--- config.mk ---
export PLATFORM = sky130hd
export DESIGN_NAME = circular_deque
export DESIGN_NICKNAME = d
export VERILOG_FILES = /design/src/rtl/cdq_pkg.sv /design/src/rtl/cdq_ctrl.sv /design/src/rtl/cdq_dpath.sv /design/src/rtl/circular_deque.sv
export SDC_FILE = /design/constraint.sdc
export NUM_CORES = 1
export LEC_CHECK = 0
export BUFFER_PORTS_ARGS = -buffer_cell sky130_fd_sc_hd__buf_2
export CAP_MARGIN = 20
export CORE_MARGIN = 1.5
export CORE_UTILIZATION = 60
export DETAILED_ROUTE_END_ITERATION = 10
export PLACE_DENSITY = 0.78
export SLEW_MARGIN = 15
export SYNTH_ARGS = -nofsm -noshare
export SYNTH_HDL_FRONTEND = slang
export SYNTH_SLANG_ARGS = --single-unit
--- constraint.sdc ---
create_clock -name clk -period 4.6 [get_ports clk]
set_clock_uncertainty 0.05 [all_clocks]
set_input_delay 0.46 -clock clk [delete_from_list [all_inputs] [get_ports clk]]
set_output_delay 0.46 -clock clk [all_outputs]
set_load 0.02 [all_outputs]
--- src/rtl/cdq_pkg.sv ---
// Shared types and codes for the circular double-ended queue.
package cdq_pkg;

  localparam logic [1:0] CMD_PUSH_FRONT = 2'd0;
  localparam logic [1:0] CMD_PUSH_BACK  = 2'd1;
  localparam logic [1:0] CMD_POP_FRONT  = 2'd2;
  localparam logic [1:0] CMD_POP_BACK   = 2'd3;

  localparam logic [1:0] ST_DONE  = 2'd0;
  localparam logic [1:0] ST_FULL  = 2'd1;
  localparam logic [1:0] ST_EMPTY = 2'd2;

  localparam logic signed [31:0] EMPTY_WORD = -32'sd1;

  typedef struct packed {
    logic [1:0]         command;
    logic signed [31:0] data_in;
  } in_item_t;

  typedef struct packed {
    logic signed [31:0] data_out;
    logic [1:0]         status;
    logic [3:0]         fill_count;
  } out_item_t;

  typedef struct packed {
    logic load_in;
    logic exec;
    logic load_out;
  } ctrl_cmd_t;

endpackage

--- src/rtl/cdq_ctrl.sv ---
// Controller state machine that sequences one transaction at a time.
module cdq_ctrl (
  input  logic              clk,
  input  logic              rst_n,
  input  logic              in_valid,
  output logic              in_ready,
  output logic              out_valid,
  input  logic              out_ready,
  output cdq_pkg::ctrl_cmd_t cmd
);
  import cdq_pkg::*;

  localparam logic [1:0] S_IDLE = 2'd0;
  localparam logic [1:0] S_EXEC = 2'd1;
  localparam logic [1:0] S_LOAD = 2'd2;

  logic [1:0] state_r, state_nxt;
  logic       out_valid_r, out_valid_nxt;
  logic       slot_free;

  assign in_ready  = (state_r == S_IDLE);
  assign out_valid = out_valid_r;
  assign slot_free = !out_valid_r || out_ready;

  assign cmd.load_in  = in_valid && (state_r == S_IDLE);
  assign cmd.exec     = (state_r == S_EXEC);
  assign cmd.load_out = (state_r == S_LOAD) && slot_free;

  always_comb begin
    state_nxt = state_r;
    case (state_r)
      S_IDLE: begin
        if (in_valid) begin
          state_nxt = S_EXEC;
        end
      end
      S_EXEC: begin
        state_nxt = S_LOAD;
      end
      S_LOAD: begin
        if (slot_free) begin
          state_nxt = S_IDLE;
        end
      end
      default: begin
        state_nxt = S_IDLE;
      end
    endcase
  end

  always_comb begin
    out_valid_nxt = out_valid_r;
    if (cmd.load_out) begin
      out_valid_nxt = 1'b1;
    end else if (out_ready) begin
      out_valid_nxt = 1'b0;
    end
  end

  always_ff @(posedge clk) begin
    if (!rst_n) begin
      state_r     <= S_IDLE;
      out_valid_r <= 1'b0;
    end else begin
      state_r     <= state_nxt;
      out_valid_r <= out_valid_nxt;
    end
  end

`ifndef NO_ASSERTIONS
  a_accept_to_exec: assert property (@(posedge clk) disable iff (!rst_n)
    (in_valid && in_ready) |=> (state_r == S_EXEC))
    else $error("accepted transaction did not start execution");
  a_exec_to_load: assert property (@(posedge clk) disable iff (!rst_n)
    (state_r == S_EXEC) |=> (state_r == S_LOAD))
    else $error("execution did not proceed to result load");
  a_load_waits: assert property (@(posedge clk) disable iff (!rst_n)
    (state_r == S_LOAD && out_valid_r && !out_ready) |=> (state_r == S_LOAD))
    else $error("result load left while the output register was occupied");
`endif

endmodule

--- src/rtl/cdq_dpath.sv ---
// Datapath with the entry store, head and tail pointers, count and result register.
module cdq_dpath #(
  parameter int DEPTH = 8
) (
  input  logic               clk,
  input  logic               rst_n,
  input  cdq_pkg::ctrl_cmd_t cmd,
  input  cdq_pkg::in_item_t  in_data,
  output cdq_pkg::out_item_t out_data
);
  import cdq_pkg::*;

  localparam int AW = $clog2(DEPTH);
  localparam int CW = $clog2(DEPTH + 1);
  localparam logic [AW-1:0] LAST_IDX = AW'(DEPTH - 1);
  localparam logic [CW-1:0] FULL_CNT = CW'(DEPTH);

  logic signed [31:0] mem [DEPTH];

  in_item_t           item_r;
  logic [AW-1:0]      head_r, head_nxt;
  logic [AW-1:0]      tail_r, tail_nxt;
  logic [CW-1:0]      cnt_r, cnt_nxt;
  logic signed [31:0] rd_data_r;
  logic [1:0]         st_r, st_nxt;
  logic               pop_ok_r, pop_ok_nxt;
  out_item_t          out_r;

  logic [AW-1:0]      head_up, head_dn, tail_up, tail_dn;
  logic               we;
  logic [AW-1:0]      wr_addr, rd_addr;
  logic [CW+3:0]      cnt_ext;

  assign head_up = (head_r == LAST_IDX) ? '0 : head_r + AW'(1);
  assign head_dn = (head_r == '0) ? LAST_IDX : head_r - AW'(1);
  assign tail_up = (tail_r == LAST_IDX) ? '0 : tail_r + AW'(1);
  assign tail_dn = (tail_r == '0) ? LAST_IDX : tail_r - AW'(1);

  always_comb begin
    head_nxt   = head_r;
    tail_nxt   = tail_r;
    cnt_nxt    = cnt_r;
    st_nxt     = ST_DONE;
    pop_ok_nxt = 1'b0;
    we         = 1'b0;
    wr_addr    = tail_r;
    rd_addr    = head_r;
    case (item_r.command)
      CMD_PUSH_FRONT: begin
        if (cnt_r == FULL_CNT) begin
          st_nxt = ST_FULL;
        end else begin
          head_nxt = head_dn;
          wr_addr  = head_dn;
          we       = cmd.exec;
          cnt_nxt  = cnt_r + CW'(1);
        end
      end
      CMD_PUSH_BACK: begin
        if (cnt_r == FULL_CNT) begin
          st_nxt = ST_FULL;
        end else begin
          tail_nxt = tail_up;
          wr_addr  = tail_r;
          we       = cmd.exec;
          cnt_nxt  = cnt_r + CW'(1);
        end
      end
      CMD_POP_FRONT: begin
        if (cnt_r == '0) begin
          st_nxt = ST_EMPTY;
        end else begin
          pop_ok_nxt = 1'b1;
          rd_addr    = head_r;
          head_nxt   = head_up;
          cnt_nxt    = cnt_r - CW'(1);
        end
      end
      CMD_POP_BACK: begin
        if (cnt_r == '0) begin
          st_nxt = ST_EMPTY;
        end else begin
          pop_ok_nxt = 1'b1;
          rd_addr    = tail_dn;
          tail_nxt   = tail_dn;
          cnt_nxt    = cnt_r - CW'(1);
        end
      end
      default: begin
        st_nxt = ST_DONE;
      end
    endcase
  end

  always_ff @(posedge clk) begin
    if (we) begin
      mem[wr_addr] <= item_r.data_in;
    end
    if (cmd.exec) begin
      rd_data_r <= mem[rd_addr];
    end
  end

  always_ff @(posedge clk) begin
    if (!rst_n) begin
      head_r <= '0;
      tail_r <= '0;
      cnt_r  <= '0;
    end else if (cmd.exec) begin
      head_r <= head_nxt;
      tail_r <= tail_nxt;
      cnt_r  <= cnt_nxt;
    end
  end

  assign cnt_ext = {4'b0000, cnt_r};

  always_ff @(posedge clk) begin
    if (cmd.load_in) begin
      item_r <= in_data;
    end
    if (cmd.exec) begin
      st_r     <= st_nxt;
      pop_ok_r <= pop_ok_nxt;
    end
    if (cmd.load_out) begin
      out_r.status     <= st_r;
      out_r.fill_count <= cnt_ext[3:0];
      if (pop_ok_r) begin
        out_r.data_out <= rd_data_r;
      end else if (st_r == ST_EMPTY) begin
        out_r.data_out <= EMPTY_WORD;
      end else begin
        out_r.data_out <= '0;
      end
    end
  end

  assign out_data = out_r;

`ifndef NO_ASSERTIONS
  a_count_bound: assert property (@(posedge clk) disable iff (!rst_n)
    cnt_r <= FULL_CNT)
    else $error("entry count exceeds the store depth");
  a_empty_ptrs: assert property (@(posedge clk) disable iff (!rst_n)
    (cnt_r == '0) |-> (head_r == tail_r))
    else $error("pointers differ while the queue is empty");
  a_full_ptrs: assert property (@(posedge clk) disable iff (!rst_n)
    (cnt_r == FULL_CNT) |-> (head_r == tail_r))
    else $error("pointers differ while the queue is full");
`endif

endmodule

--- src/rtl/circular_deque.sv ---
// Top level of the circular double-ended queue.
// Each transaction carries one command (push front, push back, pop front, pop back) and
// returns exactly one result with the popped word, a status and the entry count after the
// command. After a transaction is accepted, its command is captured in the command register,
// then the pointers are updated and the entry store is accessed into the read-data register,
// and the result is loaded into the output register once that register is free or being taken.
// The next transaction is accepted as soon as the previous one has reached the output register,
// even if that result has not been taken yet. A push on a full queue is refused without writing,
// and a pop on an empty queue returns -1; neither changes the queue.
module circular_deque #(
  parameter int DEPTH = 8
) (
  input  logic               clk,
  input  logic               rst_n,
  input  logic               in_valid,
  output logic               in_ready,
  input  cdq_pkg::in_item_t  in_data,
  output logic               out_valid,
  input  logic               out_ready,
  output cdq_pkg::out_item_t out_data
);
  import cdq_pkg::*;

  ctrl_cmd_t cmd;

  cdq_ctrl u_ctrl (
    .clk       (clk),
    .rst_n     (rst_n),
    .in_valid  (in_valid),
    .in_ready  (in_ready),
    .out_valid (out_valid),
    .out_ready (out_ready),
    .cmd       (cmd)
  );

  cdq_dpath #(
    .DEPTH (DEPTH)
  ) u_dpath (
    .clk      (clk),
    .rst_n    (rst_n),
    .cmd      (cmd),
    .in_data  (in_data),
    .out_data (out_data)
  );

endmodule

After elaboration in Yosys (flattened, before gate mapping)
Memory sizes are Yosys's and may differ from the RTL's. A register that Yosys moved wholly into a read port is not among the register bits.
Cells that the tools add are included.
{"block": "word_totals", "output_inout_bits": 40, "ram_bits": 256, "n_memories": 1, "reg_bits": 88, "elab_cells": 86, "in_bits": 38}
{"memory": "u_dpath.mem", "depth": 8, "width": 32, "read_ports": 1, "rd_ports_with_merged_regs": 1, "write_ports": 1, "line_no": "cdq_dpath.sv:18", "source": "logic signed [31:0] mem [DEPTH];"}
{"block": "classes", "n_eq_ne": 17, "add_sub_neg": 6, "n_reduce_logical": 18, "n_mux": 32}
{"operator": "$mux W32", "n": 2}
{"operator": "$mux W3", "n": 12}
{"operator": "$ne A2 B2 Y1 const B", "n": 7}
{"operator": "$pmux W3 S2", "n": 2}
{"operator": "$eq A2 B2 Y1 const B", "n": 4}
{"operator": "$mux W1", "n": 8}
{"operator": "$mux W4", "n": 2}
{"operator": "$pmux W4 S2", "n": 1}
{"operator": "$reduce_and A4 Y1", "n": 2}
{"operator": "$add A3 B1 Y3 const B", "n": 2}
{"operator": "$eq A3 B3 Y1 const B", "n": 2}
{"operator": "$logic_not A3 Y1", "n": 2}
{"operator": "$mux W2", "n": 3}
{"operator": "$pmux W2 S3", "n": 1}
{"operator": "$reduce_bool A2 Y1", "n": 3}
{"operator": "$sub A3 B1 Y3 const B", "n": 2}
{"operator": "$add A4 B1 Y4 const B", "n": 1}
{"operator": "$eq A2 B1 Y1 const B", "n": 2}
{"operator": "$eq A4 B4 Y1 const B", "n": 1}
{"operator": "$logic_not A2 Y1", "n": 2}
{"operator": "$logic_not A4 Y1", "n": 1}
{"operator": "$pmux W2 S2", "n": 1}
{"operator": "$reduce_or A2 Y1", "n": 2}
{"operator": "$sub A4 B1 Y4 const B", "n": 1}
{"operator": "other kinds (6)", "n": 7}

Logic depth before layout (Yosys ltp)
{"block": "depth", "ltp_word": 5, "mapped_depth": 9, "mapped_depth_nobuf": 7}

By module
Synthesis repeated with hierarchy kept, for this count alone.
{"block": "hier_totals", "cells_unflattened": 936, "hier_area_um2": 14388.8}
{"module": "cdq_dpath", "instances": 1, "area_per_inst_um2": 14242.4, "cells_each": 922}
{"module": "cdq_ctrl", "instances": 1, "area_per_inst_um2": 146.4, "cells_each": 14}

Worst setup path after synthesis
No wires, ideal clock.
{"block": "synth_path", "kind": "reg2reg", "startpoint": "register u_ctrl.state_r[1]", "endpoint": "memory u_dpath.mem[4][0] (enable)", "stages_incl_launch_ff": 5, "path_buffers": 0, "arrival_time_ns": 2.932, "setup_slack_ns": 1.196, "t_required_ns": 4.129, "synth_period_minus_slack_ns": 3.404, "cell_sequence": "dfxtp_1 > nand2b_1 > inv_1 > nand4_1 > nor2_1"}
{"block": "synth_between", "elab_chain_cells": 5}
{"item": "from (decl)", "line_no": "cdq_ctrl.sv:17", "source": "logic [1:0] state_r, state_nxt;"}
{"item": "from (signal assigned)", "line_no": "cdq_ctrl.sv:65", "source": "state_r <= state_nxt;"}
{"item": "$eq A2 B1 Y1", "line_no": "cdq_ctrl.sv:26", "source": "assign cmd.exec = (state_r == S_EXEC);"}
{"item": "$mux W1", "line_no": "cdq_dpath.sv:50, cdq_dpath.sv:60"}
{"item": "$mux W1"}
{"item": "$mux W1", "line_no": "cdq_dpath.sv:96", "source": "if (we) begin"}
{"item": "$mux W1 (not written as such)", "line_no": "cdq_dpath.sv:97", "source": "mem[wr_addr] <= item_r.data_in;"}
{"item": "to (decl)", "line_no": "cdq_dpath.sv:18"}
No other way between the ends.

Worst setup path in the final report
{"block": "layout_path", "startpoint": "register u_dpath.item_r[33] in the netlist's numbering", "endpoint": "register u_dpath.rd_data_r[22], read port of u_dpath.mem (data pin)"}
{"block": "layout_between", "elab_chain_cells": 2}
{"item": "from (decl)", "line_no": "cdq_dpath.sv:20", "source": "in_item_t item_r;"}
{"item": "from (signal assigned)", "line_no": "cdq_dpath.sv:120", "source": "item_r <= in_data;"}
{"item": "$eq A2 B2 Y1", "line_no": "cdq_dpath.sv:48", "source": "case (item_r.command)"}
{"item": "$mux W3"}
{"item": "to (decl)", "line_no": "cdq_dpath.sv:24", "source": "logic signed [31:0] rd_data_r;"}
No other way between the ends.
A chain may end at the register's enable or synchronous reset.

==> summary.md <==
| Metric | Value |
|---|---|
| Status | completed |
| Final setup violating endpoints | 0 |
| Top cells by area, synth | edfxtp_1 (74%), a211oi_1 (6.0%), and3_1 (5.4%) |
| Post-route cell area | 16500 um^2 |
| Hold Buf Count CTS | 0 |
| Slew margin rel. | 0.222 |
| Post-cts sizing count | 0 |
| I/O pin cnt | 78 |
| First-pass GRT wire length | 45200 um |
| Final HPWL DP | 15100 um |
| Commonest cells in the netlist | edfxtp_1 (363), and3_1 (127), a211oi_1 (117), a21o_1 (34), clkbuf_1 (30) |
| Inserted Diodes | 0 |
| Primary FF master, synth | edfxtp_1 |
| I/O Buffers | 77 |
| Core area | 24200 um^2 |
| Die area | 25400 um^2 |
| DRC viols | 0 |
| Final WL | 29000 um |
| Gate count of the mapped netlist | 888 |
| Initial antenna violation count | 0 |
| Num Clock Sinks | 376 |
| Drt initial violations | 810 |
| Drt pass-1 iters | 5 |
| CTS Buf Count | 37 |
| Critical Path AT | 3430 ps |
| Antenna-violating nets left | 0 |
| Max Slew Vio Count | 0 |
| Peak supply drop | 0.335 mV |
| Site Rows | 57 |
| Top achievable clock speed | 0.310 GHz |
| Cell Area, Placed | 15400 um^2 |
| Hold Violations, Final | 0 |
| Mean Syn Cell Area | 16.5 um^2 |
| Wirelength per Cell | 22.2 um |
| Root Driver | clkbuf_16 |
| Largest net degree at the start of global routing | 129 |
| DR vias | 8165 |
| Synth top area share | 0.742 |
| Placer congestion estimate | 0.894 |
| Nets | 1006 |
| Die X | 159 um |
| Max_cap viols | 0 |
| Postcts setup bufs | 0 |
| Yosys top cell by area | edfxtp_1 |
| Total grt overflow | 0 |
| Reg clk slew, reported paths | 60 ps |
| Vias per inst | 6.24 |
| Die outline height | 159 um |
| Count of cell types in the netlist | 51 |
| Vias in the first global route | 8135 |
| RSZ-0062 raised after global routing | no |
| Worst skew pair latency | 520 ps |
| Count leader, synth | edfxtp_1 |
| Critical path class | reg2reg |
| Slew @ Worst Pin | 1170 ps |
| Fin crit share | 0.701 |
| Gr usage total | 0.232 |
| Crit path max fanout | 24 |
| Syn_nets | 937 |
| Hold Crit Class | in2reg |
| Pleak | 5.90 nW |
| H-Tree Depth | 2 |
| Async set-reset flop share out of synthesis | 0 |
| Share of layout cells above drive strength 1 | 0.189 |
| Critical path launch point type | flop |
| Final min period | 3220 ps |
| CTS max path bufs | 3 |
| Initial Utilization | 0.607 |
| Hold WS | 54.2 ps |
| YS warnings | 0 |
| Required time worst endpoint | 4800 ps |
| Synthesis-to-finish area growth | 12.7% |
| CP endpoint kind | flop |
| Register area share after synthesis | 0.760 |
| Synthesized area | 14700 um^2 |
| TritonCTS clock tree | done |
| Post-synth EDFFs | 363 |
| Setup TNS Final | 0 ps |
| Pwr Density | 435 nW/um^2 |
| #FFs+latches synth | 376 |
[placed cells by master (no fill, tap or decap), types with 11 or more instances in the layout]
master / count
a211oi_1: 117
a21o_1: 34
a21oi_1: 12
and3_1: 127
buf_2: 77
buf_4: 13
clkbuf_16: 37
dfxtp_1: 13
edfxtp_1: 363
nand2_1: 12
nor2_1: 11
nor4_1: 21
[cell type report]
| cell class | count | area [um^2] |
|---|---|---|
| flip-flops and latches | 376 | 11200 |
| fillers | 1538 | 7630 |
| multi-input cells | 439 | 3260 |
| clock buffers | 47 | 963 |
| repair buffers | 93 | 551 |
| well taps | 324 | 405 |
| clock inverters | 19 | 164 |
| inverters | 10 | 37.5 |
[stage by stage]
stage	total power [mW]	util	cells	setup slack, ps
final	7.20	0.684	1308	1380
after global routing	7.42	0.684	1308	1080
after CTS	7.24	0.682	1306	1430
after detailed placement	4.47	0.636	1240	1450
after global placement	4.46	0.636	1240	1530
after floorplan	4.31	-	888	1200
[registers in the layout (all words and copies together), names as in the netlist, 3 cells and up]
name / flops
u_dpath.cnt_r: 4
u_dpath.head_r: 3
u_dpath.item_r: 34
u_dpath.mem: 256
u_dpath.out_data: 38
u_dpath.rd_data_r: 32
u_dpath.tail_r: 3
[worst paths after layout]
check                          start                    end  slack, ps  depth (start not counted)
hold reg to reg      u_dpath.st_r[1]    u_dpath.out_data[5]        400                          0
hold / removal           in_data[10]     u_dpath.item_r[10]         50                          1
setup reg to reg  u_dpath.item_r[33]  u_dpath.rd_data_r[22]       1380                          6
setup / recovery  u_dpath.item_r[33]  u_dpath.rd_data_r[22]       1380                          6
[logic make-up (layout without fill, tap and decap cells)]
kind of cell	count (synthesis)	count (layout)	synth area share
AOI/OAI and AO/OA	198	198	0.102
xor gates and xnor gates	5	5	0.00298
adders and majority gates	11	11	0.00988
buffers and inverters	73	169	0.0257
DFF	376	376	0.760
muxes	9	9	0.00630
and+or+nand+nor	216	216	0.0928
[layer usage]
metal / global-route usage / up-vias / share of wire / wire (um)
li1: - / 3736 / - / -
met1: 0.309 / 4069 / 0.42 / 12100
met2: 0.387 / 301 / 0.49 / 14200
met3: 0.0448 / 59 / 0.065 / 1900
met4: 0.0768 / 0 / 0.025 / 727
met5: 0 / - / 0 / 0
[where the power goes]
part | switching (mW) | internal [mW]
Sequential | 0.0668 | 3.87
Combinational | 0.302 | 0.169
Clock | 1.19 | 1.60
Total | 1.56 | 5.64
[critical path: stages, from the launching register on]
cell,delay (ps)
edfxtp_1,660
nand2_1,290
nor4b_1,760
a32oi_2,340
buf_4,370
a211oi_1,380
nor4_2,90
No activity file was read; power rests on OpenSTA's default activity.
